===== src/hdl/sdat_pkg.sv =====
// shared types, constants and codes for the sorted device address table
package sdat_pkg;

    localparam int CAPACITY = 16;
    localparam int IDX_W = (CAPACITY > 1) ? $clog2(CAPACITY) : 1;
    localparam int CNT_W = $clog2(CAPACITY + 1);
    localparam int ADDR_W = 48;
    localparam int KEY_W = ADDR_W + 1;
    localparam int TYPE_W = 8;
    localparam int INDEX_W = 8;
    localparam int OUT_COUNT_W = 5;

    localparam logic [CNT_W-1:0] CAP_COUNT = CNT_W'(CAPACITY);

    // operation codes
    localparam logic [1:0] OP_LOOKUP = 2'd0;
    localparam logic [1:0] OP_INSERT = 2'd1;
    localparam logic [1:0] OP_CLEAR  = 2'd2;
    localparam logic [1:0] OP_GET    = 2'd3;

    // read address selection
    localparam logic [1:0] RD_PTR      = 2'd0;
    localparam logic [1:0] RD_PTR_PREV = 2'd1;
    localparam logic [1:0] RD_INDEX    = 2'd2;

    localparam logic [7:0] RANDOM_TOP_MASK = 8'hc0;

    typedef struct packed {
        logic       load_in;
        logic       ptr_clr;
        logic       ptr_inc;
        logic       ptr_dec;
        logic       ptr_load_count;
        logic       pos_set;
        logic       rd_en;
        logic [1:0] rd_sel;
        logic       wr_en;
        logic       wr_key;
        logic       cnt_inc;
        logic       cnt_clr;
        logic       res_set;
        logic       res_ok;
        logic       res_get;
        logic       out_load;
    } sdat_cmd_t;

    typedef struct packed {
        logic [1:0] op;
        logic       stable;
        logic       ptr_lt_cnt;
        logic       ptr_gt_pos;
        logic       key_eq;
        logic       key_lt;
        logic       full;
        logic       idx_lt_cnt;
    } sdat_status_t;

endpackage


===== src/hdl/sdat_datapath.sv =====
// table memory, key and pointer registers, compare logic and result registers
module sdat_datapath (
    input  logic                              aclk,
    input  logic                              aresetn,
    input  sdat_pkg::sdat_cmd_t               cmd,
    output sdat_pkg::sdat_status_t            status,
    input  logic [1:0]                        in_op,
    input  logic [sdat_pkg::TYPE_W-1:0]       in_addr_type,
    input  logic [sdat_pkg::ADDR_W-1:0]       in_device_address,
    input  logic [sdat_pkg::INDEX_W-1:0]      in_entry_index,
    output logic                              out_ok,
    output logic                              out_type,
    output logic [sdat_pkg::ADDR_W-1:0]       out_address,
    output logic [sdat_pkg::OUT_COUNT_W-1:0]  out_count
);

    logic [sdat_pkg::KEY_W-1:0]       table_mem [sdat_pkg::CAPACITY];
    logic [sdat_pkg::KEY_W-1:0]       rd_data_reg;
    logic [sdat_pkg::KEY_W-1:0]       key_reg;
    logic [1:0]                       op_reg;
    logic                             stable_reg;
    logic [sdat_pkg::INDEX_W-1:0]     idx_reg;
    logic [sdat_pkg::CNT_W-1:0]       cnt_reg, cnt_next;
    logic [sdat_pkg::CNT_W-1:0]       ptr_reg;
    logic [sdat_pkg::CNT_W-1:0]       pos_reg;
    logic                             res_ok_reg;
    logic                             res_get_reg;
    logic                             out_ok_reg;
    logic                             out_type_reg;
    logic [sdat_pkg::ADDR_W-1:0]      out_address_reg;
    logic [sdat_pkg::OUT_COUNT_W-1:0] out_count_reg;

    logic                             in_stable;
    logic [sdat_pkg::ADDR_W-3:0]      addr_rest;
    logic [sdat_pkg::IDX_W-1:0]       rd_addr;
    logic [sdat_pkg::IDX_W-1:0]       wr_addr;
    logic [sdat_pkg::KEY_W-1:0]       wr_data;

    // stable address check on the incoming item
    always_comb begin
        addr_rest = in_device_address[sdat_pkg::ADDR_W-3:0];
        in_stable = 1'b0;
        if (in_addr_type == sdat_pkg::TYPE_W'(0)) begin
            in_stable = (in_device_address != '0) && (in_device_address != '1);
        end else if (in_addr_type == sdat_pkg::TYPE_W'(1)) begin
            in_stable = (in_device_address != '0) && (in_device_address != '1)
                && ((in_device_address[sdat_pkg::ADDR_W-1 -: 8]
                     & sdat_pkg::RANDOM_TOP_MASK) == sdat_pkg::RANDOM_TOP_MASK)
                && (addr_rest != '0) && (addr_rest != '1);
        end
    end

    always_comb begin
        case (cmd.rd_sel)
            sdat_pkg::RD_PTR:      rd_addr = ptr_reg[sdat_pkg::IDX_W-1:0];
            sdat_pkg::RD_PTR_PREV: rd_addr = sdat_pkg::IDX_W'(ptr_reg - sdat_pkg::CNT_W'(1));
            sdat_pkg::RD_INDEX:    rd_addr = idx_reg[sdat_pkg::IDX_W-1:0];
            default:               rd_addr = ptr_reg[sdat_pkg::IDX_W-1:0];
        endcase
        wr_addr = ptr_reg[sdat_pkg::IDX_W-1:0];
        wr_data = cmd.wr_key ? key_reg : rd_data_reg;
    end

    always_ff @(posedge aclk) begin
        if (cmd.wr_en) begin
            table_mem[wr_addr] <= wr_data;
        end
        if (cmd.rd_en) begin
            rd_data_reg <= table_mem[rd_addr];
        end
    end

    always_comb begin
        cnt_next = cnt_reg;
        if (cmd.cnt_clr) begin
            cnt_next = '0;
        end else if (cmd.cnt_inc) begin
            cnt_next = cnt_reg + sdat_pkg::CNT_W'(1);
        end
    end

    always_ff @(posedge aclk) begin
        if (!aresetn) begin
            cnt_reg <= '0;
        end else begin
            cnt_reg <= cnt_next;
        end
    end

    always_ff @(posedge aclk) begin
        if (cmd.load_in) begin
            op_reg     <= in_op;
            key_reg    <= {in_addr_type[0], in_device_address};
            stable_reg <= in_stable;
            idx_reg    <= in_entry_index;
        end
        if (cmd.ptr_clr) begin
            ptr_reg <= '0;
        end else if (cmd.ptr_load_count) begin
            ptr_reg <= cnt_reg;
        end else if (cmd.ptr_inc) begin
            ptr_reg <= ptr_reg + sdat_pkg::CNT_W'(1);
        end else if (cmd.ptr_dec) begin
            ptr_reg <= ptr_reg - sdat_pkg::CNT_W'(1);
        end
        if (cmd.pos_set) begin
            pos_reg <= ptr_reg;
        end
        if (cmd.res_set) begin
            res_ok_reg  <= cmd.res_ok;
            res_get_reg <= cmd.res_get;
        end
        if (cmd.out_load) begin
            out_ok_reg      <= res_ok_reg;
            out_type_reg    <= res_get_reg ? rd_data_reg[sdat_pkg::KEY_W-1] : 1'b0;
            out_address_reg <= res_get_reg ? rd_data_reg[sdat_pkg::ADDR_W-1:0] : '0;
            out_count_reg   <= sdat_pkg::OUT_COUNT_W'(cnt_reg);
        end
    end

    always_comb begin
        status.op         = op_reg;
        status.stable     = stable_reg;
        status.ptr_lt_cnt = ptr_reg < cnt_reg;
        status.ptr_gt_pos = ptr_reg > pos_reg;
        status.key_eq     = key_reg == rd_data_reg;
        status.key_lt     = key_reg < rd_data_reg;
        status.full       = cnt_reg == sdat_pkg::CAP_COUNT;
        status.idx_lt_cnt = idx_reg < sdat_pkg::INDEX_W'(cnt_reg);
    end

    assign out_ok      = out_ok_reg;
    assign out_type    = out_type_reg;
    assign out_address = out_address_reg;
    assign out_count   = out_count_reg;

endmodule


===== src/hdl/sdat_ctrl.sv =====
// controller state machine: scan, shift and result sequencing
module sdat_ctrl (
    input  logic                   aclk,
    input  logic                   aresetn,
    input  logic                   s_valid,
    output logic                   s_ready,
    output logic                   m_valid,
    input  logic                   m_ready,
    input  sdat_pkg::sdat_status_t status,
    output sdat_pkg::sdat_cmd_t    cmd
);

    localparam logic [3:0] ST_IDLE     = 4'd0;
    localparam logic [3:0] ST_DISPATCH = 4'd1;
    localparam logic [3:0] ST_READ     = 4'd2;
    localparam logic [3:0] ST_CMP      = 4'd3;
    localparam logic [3:0] ST_INS      = 4'd4;
    localparam logic [3:0] ST_SHIFT_RD = 4'd5;
    localparam logic [3:0] ST_SHIFT_WR = 4'd6;
    localparam logic [3:0] ST_GET_WAIT = 4'd7;
    localparam logic [3:0] ST_DONE     = 4'd8;

    logic [3:0] state_reg, state_next;
    logic       m_valid_reg, m_valid_next;
    logic       out_free;

    assign out_free = !m_valid_reg || m_ready;
    assign s_ready  = state_reg == ST_IDLE;
    assign m_valid  = m_valid_reg;

    always_comb begin
        state_next   = state_reg;
        m_valid_next = m_valid_reg;
        cmd          = '0;
        cmd.rd_sel   = sdat_pkg::RD_PTR;
        if (m_valid_reg && m_ready) begin
            m_valid_next = 1'b0;
        end
        case (state_reg)
            ST_IDLE: begin
                if (s_valid) begin
                    cmd.load_in = 1'b1;
                    cmd.ptr_clr = 1'b1;
                    state_next  = ST_DISPATCH;
                end
            end
            ST_DISPATCH: begin
                case (status.op)
                    sdat_pkg::OP_LOOKUP, sdat_pkg::OP_INSERT: begin
                        if (status.stable) begin
                            state_next = ST_READ;
                        end else begin
                            cmd.res_set = 1'b1;
                            state_next  = ST_DONE;
                        end
                    end
                    sdat_pkg::OP_CLEAR: begin
                        cmd.cnt_clr = 1'b1;
                        cmd.res_set = 1'b1;
                        cmd.res_ok  = 1'b1;
                        state_next  = ST_DONE;
                    end
                    default: begin
                        if (status.idx_lt_cnt) begin
                            cmd.rd_en  = 1'b1;
                            cmd.rd_sel = sdat_pkg::RD_INDEX;
                            state_next = ST_GET_WAIT;
                        end else begin
                            cmd.res_set = 1'b1;
                            state_next  = ST_DONE;
                        end
                    end
                endcase
            end
            ST_READ: begin
                if (status.ptr_lt_cnt) begin
                    cmd.rd_en  = 1'b1;
                    state_next = ST_CMP;
                end else if (status.op == sdat_pkg::OP_INSERT) begin
                    // key sorts after every entry
                    cmd.pos_set = 1'b1;
                    state_next  = ST_INS;
                end else begin
                    cmd.res_set = 1'b1;
                    state_next  = ST_DONE;
                end
            end
            ST_CMP: begin
                if (status.key_eq) begin
                    cmd.res_set = 1'b1;
                    cmd.res_ok  = 1'b1;
                    state_next  = ST_DONE;
                end else if (status.key_lt) begin
                    // sorted table: no later entry can match
                    if (status.op == sdat_pkg::OP_INSERT) begin
                        cmd.pos_set = 1'b1;
                        state_next  = ST_INS;
                    end else begin
                        cmd.res_set = 1'b1;
                        state_next  = ST_DONE;
                    end
                end else begin
                    cmd.ptr_inc = 1'b1;
                    state_next  = ST_READ;
                end
            end
            ST_INS: begin
                if (status.full) begin
                    cmd.res_set = 1'b1;
                    state_next  = ST_DONE;
                end else begin
                    cmd.ptr_load_count = 1'b1;
                    state_next         = ST_SHIFT_RD;
                end
            end
            ST_SHIFT_RD: begin
                if (status.ptr_gt_pos) begin
                    cmd.rd_en  = 1'b1;
                    cmd.rd_sel = sdat_pkg::RD_PTR_PREV;
                    state_next = ST_SHIFT_WR;
                end else begin
                    cmd.wr_en   = 1'b1;
                    cmd.wr_key  = 1'b1;
                    cmd.cnt_inc = 1'b1;
                    cmd.res_set = 1'b1;
                    cmd.res_ok  = 1'b1;
                    state_next  = ST_DONE;
                end
            end
            ST_SHIFT_WR: begin
                cmd.wr_en   = 1'b1;
                cmd.ptr_dec = 1'b1;
                state_next  = ST_SHIFT_RD;
            end
            ST_GET_WAIT: begin
                cmd.res_set = 1'b1;
                cmd.res_ok  = 1'b1;
                cmd.res_get = 1'b1;
                state_next  = ST_DONE;
            end
            ST_DONE: begin
                if (out_free) begin
                    cmd.out_load = 1'b1;
                    m_valid_next = 1'b1;
                    state_next   = ST_IDLE;
                end
            end
            default: begin
                state_next = ST_IDLE;
            end
        endcase
    end

    always_ff @(posedge aclk) begin
        if (!aresetn) begin
            state_reg   <= ST_IDLE;
            m_valid_reg <= 1'b0;
        end else begin
            state_reg   <= state_next;
            m_valid_reg <= m_valid_next;
        end
    end

endmodule


===== src/hdl/sorted_device_address_table.sv =====
// top level of the sorted device address table
// a sorted table of up to 16 device records {type, 48-bit address}, kept
// in ascending key order with the type as the most significant bit.
// input channel s_*: one item carries an op (lookup, insert, clear, get),
// an address type, an address and an entry index.
// result channel m_*: one item per input item with ok, the type and
// address read by get, and the entry count after the op.
// clear and rejected ops go straight to the result register; get reads
// the one entry at its index; lookup scans the entries in order, and
// insert also shifts the later entries up one at a time. the table memory,
// one read or one write per cycle, sets the scan and shift pace.
// one item is worked on at a time; s_ready is high only while the
// controller is idle, and a finished result waits in the output register
// so the next item can be taken while m_valid is still held.
// if the receiver stalls, the next result waits in the controller until the
// output register frees up.
// reset (aresetn low, synchronous) empties the table and drops m_valid; the
// table memory itself is not cleared.
module sorted_device_address_table (
    input  logic                              aclk,
    input  logic                              aresetn,
    input  logic                              s_valid,
    output logic                              s_ready,
    input  logic [1:0]                        s_op,
    input  logic [sdat_pkg::TYPE_W-1:0]       s_addr_type,
    input  logic [sdat_pkg::ADDR_W-1:0]       s_device_address,
    input  logic [sdat_pkg::INDEX_W-1:0]      s_entry_index,
    output logic                              m_valid,
    input  logic                              m_ready,
    output logic                              m_ok,
    output logic                              m_out_type,
    output logic [sdat_pkg::ADDR_W-1:0]       m_out_address,
    output logic [sdat_pkg::OUT_COUNT_W-1:0]  m_entry_count
);

    sdat_pkg::sdat_cmd_t    cmd;
    sdat_pkg::sdat_status_t status;

    sdat_ctrl u_ctrl (
        .aclk    (aclk),
        .aresetn (aresetn),
        .s_valid (s_valid),
        .s_ready (s_ready),
        .m_valid (m_valid),
        .m_ready (m_ready),
        .status  (status),
        .cmd     (cmd)
    );

    sdat_datapath u_datapath (
        .aclk              (aclk),
        .aresetn           (aresetn),
        .cmd               (cmd),
        .status            (status),
        .in_op             (s_op),
        .in_addr_type      (s_addr_type),
        .in_device_address (s_device_address),
        .in_entry_index    (s_entry_index),
        .out_ok            (m_ok),
        .out_type          (m_out_type),
        .out_address       (m_out_address),
        .out_count         (m_entry_count)
    );

endmodule


===== config.mk =====
export PLATFORM = sky130hd
export DESIGN_NAME = sorted_device_address_table
export DESIGN_NICKNAME = d
export VERILOG_FILES = /design/src/hdl/sdat_pkg.sv /design/src/hdl/sdat_datapath.sv /design/src/hdl/sdat_ctrl.sv /design/src/hdl/sorted_device_address_table.sv
export SDC_FILE = /design/constraint.sdc
export NUM_CORES = 1
export LEC_CHECK = 0
export BUFFER_PORTS_ARGS = -buffer_cell sky130_fd_sc_hd__buf_2
export CORE_ASPECT_RATIO = 1.4
export CORE_MARGIN = 2
export CORE_UTILIZATION = 56
export CTS_CLUSTER_DIAMETER = 100
export CTS_CLUSTER_SIZE = 16
export DETAILED_ROUTE_END_ITERATION = 12
export GPL_ROUTABILITY_DRIVEN = 0
export GPL_TIMING_DRIVEN = 1
export PLACE_DENSITY_LB_ADDON = 0.08
export SLEW_MARGIN = 20
export SYNTH_ARGS = -nofsm -noshare
export SYNTH_HDL_FRONTEND = slang
export SYNTH_SLANG_ARGS = --single-unit

===== constraint.sdc =====
create_clock -name aclk -period 5.2 [get_ports aclk]
set_input_delay 0.26 -clock aclk [delete_from_list [all_inputs] [get_ports aclk]]
set_output_delay 0.26 -clock aclk [all_outputs]
set_load 0.005 [all_outputs]

======== Word level (Yosys, flattened, before mapping) ========
Memory sizes are Yosys's and may differ from the RTL's. A register that Yosys moved wholly into a read port is not among the register bits.
Cells that the tools add are included.
operators by class
  equal/unequal tests ..................... 20
  bitwise operators ....................... 1
  divide/modulo/power cells ............... 0
  $mul .................................... 0
  reduce and logical (&&, ||, !) cells .... 17
  $add $sub $neg .......................... 3
  muxes and demuxes ....................... 63
  magnitude comparators ................... 4
  shift operators ......................... 0
operator list
  cell                                                                   count
  49-bit equality test                                                   1
  49-bit < comparator                                                    1
  49-bit 2-to-1 mux                                                      1
  48-bit inequality test, second input constant                          1
  48-bit nonzero test                                                    1
  46-bit inequality test, second input constant                          1
  46-bit nonzero test                                                    1
  4-bit 2-to-1 mux                                                       10
  4-bit case mux with 9 select lines                                     1
  1-bit 2-to-1 mux                                                       31
  4-bit by 3-bit equality test with 1-bit output, second input constant  4
  4-bit case mux with 2 select lines                                     2
  5-bit 2-to-1 mux                                                       3
  3-bit 2-to-1 mux                                                       4
  5-bit by 1-bit adder with 5-bit output, second input constant          2
  4-bit by 2-bit equality test with 1-bit output, second input constant  2
  8-bit by 1-bit equality test with 1-bit output, second input constant  1
  8-bit logical NOT                                                      1
  8-bit by 5-bit < comparator with 1-bit output                          1
  2-bit 2-to-1 mux                                                       4
  2-bit equality test, second input constant                             3
  1-bit case mux with 2 select lines                                     3
  1-bit case mux with 6 select lines                                     1
  5-bit equality test, second input constant                             1
  other kinds (21)                                                       27
word-level totals
  latch bits .............................. 0
  RAM bits ................................ 784
  memory bits (read-only) ................. 0
  logic and storage cells ................. 124
  register bits ........................... 137
  input port bits ......................... 70
  output and inout port bits .............. 57
  memories ................................ 1
memories
  name                  depth  width  rd ports  clocked after memory_dff  wr ports  line                 text
  u_datapath.table_mem  16     49     1         1                         1         sdat_datapath.sv:17  logic [sdat_pkg::KEY_W-1:0] table_mem [sdat_pkg::CAPACITY];

======== Logic depth before layout (Yosys ltp) ========
  word-level depth ........................ 7
  mapped depth ............................ 17
  depth with buffers taken out ............ 14

======== Cells and area by module ========
From an unflattened synthesis, not the netlist that was laid out.
unflattened totals
  cell total of the unflattened synthesis .. 2674
  area, all modules ....................... 41227.0 um2
modules (own cells, without submodules)
  module         instances  cells an instance  seq. area each (um2)  area each (um2)
  sdat_datapath  1          2596               28877.7               40690.3
  sdat_ctrl      1          78                 100.1                 536.8

======== Least setup slack after synthesis ========
No wires, ideal clock.
  kind .................................... register to register
  start point ............................. register u_datapath.ptr_reg[1] (netlist bit)
  end point ............................... memory u_datapath.table_mem[2][0] (netlist bit), enable pin
  data required time ...................... 4.684 ns
  library setup time ...................... 0.516 ns
  buffers on the path ..................... 1
  arrival time ............................ 5.004 ns
  stages on the path, launching flop included .. 10
  setup slack ............................. -0.320 ns
  cells stage by stage .................... dfxtp_1 > ha_1 > nand2b_1 > a21oi_1 > o31ai_1 > nand2_1 > clkbuf_1 > nand2_1 > nand2_1 > nor3_1
between the ends
  word-level cells in the longest chain between the ends .. 5
ends and longest elaborated chain
  item                                    line                  text
  start: declaration                      sdat_datapath.sv:24   logic [sdat_pkg::CNT_W-1:0] ptr_reg;
  start signal: assignment                sdat_datapath.sv:100  ptr_reg <= cnt_reg;
  start signal: assignment                sdat_datapath.sv:102  ptr_reg <= ptr_reg + sdat_pkg::CNT_W'(1);
  start signal: assignment                sdat_datapath.sv:104  ptr_reg <= ptr_reg - sdat_pkg::CNT_W'(1);
  5-bit greater-than comparator           sdat_datapath.sv:125  status.ptr_gt_pos = ptr_reg > pos_reg;
  3-bit 2-to-1 mux                        sdat_ctrl.sv:117      if (status.ptr_gt_pos) begin
  1-bit case mux with 2 select lines      sdat_ctrl.sv:39       case (state_reg)
  1-bit 2-to-1 mux                        sdat_datapath.sv:65   if (cmd.wr_en) begin
  1-bit 2-to-1 mux (implied by the code)  sdat_datapath.sv:66   table_mem[wr_addr] <= wr_data;
  end: declaration                        sdat_datapath.sv:17
Several ways; a longest one is shown, not always the timed one.

======== Worst setup path after layout ========
  start point ............................. register u_datapath.ptr_reg[1] (netlist bit)
  end point ............................... register u_datapath.rd_data_reg[21] (netlist bit), read port of u_datapath.table_mem, data pin
between the ends
  word-level cells in the longest chain between the ends .. 5
  elaborated cells on any way between the ends .. 10
  those cells by class .................... 1 x add/sub; 2 x order compare; 2 x eq/ne; 5 x mux
ends and longest elaborated chain
  item                                                                                   line                  text
  5-bit greater-than comparator                                                          sdat_datapath.sv:125
  3-bit 2-to-1 mux                                                                       sdat_ctrl.sv:117
  2-bit case mux with 2 select lines                                                     sdat_ctrl.sv:39
  2-bit equality test or 2-bit by 1-bit equality test with 1-bit output (tied branches)  sdat_datapath.sv:54   case (cmd.rd_sel)
  4-bit case mux with 2 select lines                                                     sdat_datapath.sv:54
  end: declaration                                                                       sdat_datapath.sv:18   logic [sdat_pkg::KEY_W-1:0] rd_data_reg;
Several ways; a longest one is shown, not always the timed one.
A chain may end at the register's enable or synchronous reset.

==> qor.txt <==
Status: finished clean
Sequential share of the synthesized area: 0.742
Max reg flops: 784
Clk pwr share: 0.357
Core Area: 0.0690 mm2
Cell with the most instances after synthesis: edfxtp_1
Drt first pass iters: 6
CTS tree: built
Worst-path maximum fanout: 13
Post-cts gate resize count: 0
Synth Flop Type: edfxtp_1
CP Class: reg -> reg
Synth cell count leaders: edfxtp_1 (955), mux4_2 (196), a21oi_1 (80)
Required time of the critical path: 5.54 ns
Met3 Track Usage GR: 0.0379
Total number of vias: 19937
Number of CTS-inserted buffers: 70
CP Cell Sequence: ha_1 > nand2b_1 > a21oi_1 > o31ai_1 > nand2b_1 > ha_1 > a221oi_2 > a21o_4 > buf_12 > buf_4 > mux4_2 > nor2b_1 > a211oi_1 > a21oi_1
Share of cells above drive strength 1: 0.240
CP max stage cell: dfxtp_1
Post-CTS setup buffer count: 0
Synth top area share: 0.734
Post-synth EDFFs: 955
GR Util met1: 0.378
Slowest stage delay, CP: 0.57 ns
Crit. End Element: flip-flop
IO Pins: 127
Average wire per standard cell: 29.6 um
Largest net degree at the start of global routing: 67
Post-Syn Area: 0.0391 mm2
Vias in the first global route: 20285
Final Worst Setup Slack: 0.601 ns
Filler cells: 4815
Remaining DRCs: 0
ANT cells: 0
Final setup vio count: 0
Worst slack, placed: 0.586 ns
Die Area: 0.0719 mm2
Synth top area cells: edfxtp_1 (73%), mux4_2 (11%), ha_1 (2.3%)
Asr flop ratio synth: 0
Clock tree buffer depth: 3
Initial antenna violation count: 2
Post-route ant nets: 0
Aggregate global-route resource usage: 0.265
Met2 usage: 0.426
#FFs+latches synth: 970
Syn Inst Count: 1978
RSZ-0062 raised after global routing: false
First-pass GRT wire length: 135000 um
Max-cap viol count: 0
# clock sinks: 970
Clock Tree Root: clkbuf_16
CP Launch Type: flip-flop
Final hold vios: 0
Clock skew: 0.0290 ns
Clock Latency Late Sink: 0.64 ns
Nets: 2340
Tmin final: 4.60 ns
Pwr/cell area: 326 mW/mm2
Reg clk slew, reported paths: 0.08 ns
Slew Viols, Final: 0
Actual slew at the worst max-slew pin: 1.17 ns
Seq pwr share: 0.607
Port bufs: 126
HPWL Detailed: 51400 um
Starting Density: 0.566
Area grow syn2layout: 12.1%
Fmax: 0.217 GHz
Die Span Y: 317 um
H-Tree Depth: 3
Worst Hold Class: in -> reg
Syn_area_per_cell: 19.8 um2
Routed vias/inst: 6.34
Top cell type by total area after synthesis: edfxtp_1
Pleak: 14.2 nW
Final wirelength: 93100 um
Synth unique cells: 58
DRT iter0 DRCs: 2184
Sw frac: 0.203
Switch Pwr: 2.89 mW
Max IR drop VDD: 0.000283 V
Setup TNS: 0 ns
Comb power frac: 0.035
Pint: 11.4 mW
DIE WIDTH: 227 um
# rows: 114
Post-route clock period utilization: 0.884
Post-synth net total: 2119
Total global routing overflow: 0
Rel. slew slack: 0.219
Arrival @ worst endpoint: 4.94 ns
GR peak layer: met2
Syn. warnings: 0
power groups by stage:
stage / Combinational (mW) / Sequential, mW / Clock, mW
final: 0.504 / 8.66 / 5.10
after global routing: 0.550 / 8.66 / 5.45
after CTS: 0.503 / 8.66 / 5.20
after detailed placement: 0.464 / 8.83 / 0
after global placement: 0.454 / 8.83 / 0
after floorplan: 0.266 / 8.80 / 0
layout make-up:
cell class,count,area (um2),share of cell area
clock buffers,86,1900,0.0433
clock inverters,4,42.5,0.000972
inverters,70,265,0.00606
multi-input cells,847,9470,0.216
flip-flops and latches,970,29000,0.662
well taps,928,1160,0.0265
repair buffers,240,1960,0.0448
cells in the final DEF, fill, tap and decap left out, types with 2 or more instances in the layout:
master         synthesis  final
mux2_2                48     48
nor3_1                14      9
and3_1                 3      3
nand2b_1              12     12
o21ai_0               18     18
a21o_1                11     10
buf_12                 0     25
mux4_2               196    196
nor2_1                39     27
a221oi_1               3      3
o31ai_1                4      4
nand3_1               11     10
a211oi_1              53     53
inv_1                 69     69
nor4_2                 1      2
and2_1                51     50
nor2b_1               56     55
a31oi_1                4      4
mux2i_1               52     52
dlygate4sd3_1          0     64
o211ai_1               5      5
clkbuf_16              0     74
a22oi_1                4      4
nand4_1               27     27
a21oi_1               80     80
nand3b_1               3      3
nor3_4                 0      4
nor2_4                 0     12
inv_6                  0      2
clkbuf_1              37     12
nand4_2                2      2
nand2_1               32     31
nor4_1                19     18
edfxtp_1             955    955
ha_1                  71     71
buf_4                  7     25
buf_2                 14    126
dfxtp_1               15     15
xnor2_1                5      5
kinds of logic after synthesis:
family          Yosys count  share of synthesized area
mux                     296                      0.140
compound gates          197                     0.0327
buf+inv                 161                     0.0211
xor+xnor                  6                    0.00135
flops                   970                      0.742
fa+ha+maj                71                     0.0227
simple gates            277                     0.0403
routing by layer:
metal,vias to the layer above,part of all wire
met2,835,0.49
met4,2,0.029
met5,-,0.00014
met3,153,0.068
met1,10521,0.42
li1,8426,-
per-stage QoR:
stage / instance area [um2] / hold WS [ns] / std cells / util / power, mW
after floorplan: 39100 / 0.359 / 1978 / - / 9.07
after global placement: 41200 / 0.404 / 2991 / 0.597 / 9.28
after detailed placement: 41200 / 0.412 / 2991 / 0.597 / 9.29
after CTS: 43800 / 0.0524 / 3145 / 0.634 / 14.4
after global routing: 43800 / 0.114 / 3145 / 0.634 / 14.7
final: 43800 / 0.0976 / 3145 / 0.634 / 14.3
timing repair:
item                                    in CTS  in global routing
endpoints found under the setup margin       0                  0
endpoints found under the hold margin       68                  0
hold buffers                                64                  0
final timing paths:
kind,from,cells past startpoint,slack [ns],end
max reg2reg,u_datapath.ptr_reg[1],14,0.60,u_datapath.rd_data_reg[21]
min,s_valid,3,0.1,u_ctrl.state_reg[0]
max,u_datapath.ptr_reg[1],14,0.60,u_datapath.rd_data_reg[21]
min reg2reg,u_datapath.res_ok_reg,0,0.43,u_datapath.out_ok
worst max-delay path: cells and delay by family, from the launching register on:
family,cells,cell delay [ns]
simple gates,3,0.55
compound gates,6,1.43
mux,1,0.50
fa+ha+maj,2,0.75
buf+inv,2,0.46
flops,1,0.57
Power figures use the tool's default switching activity.
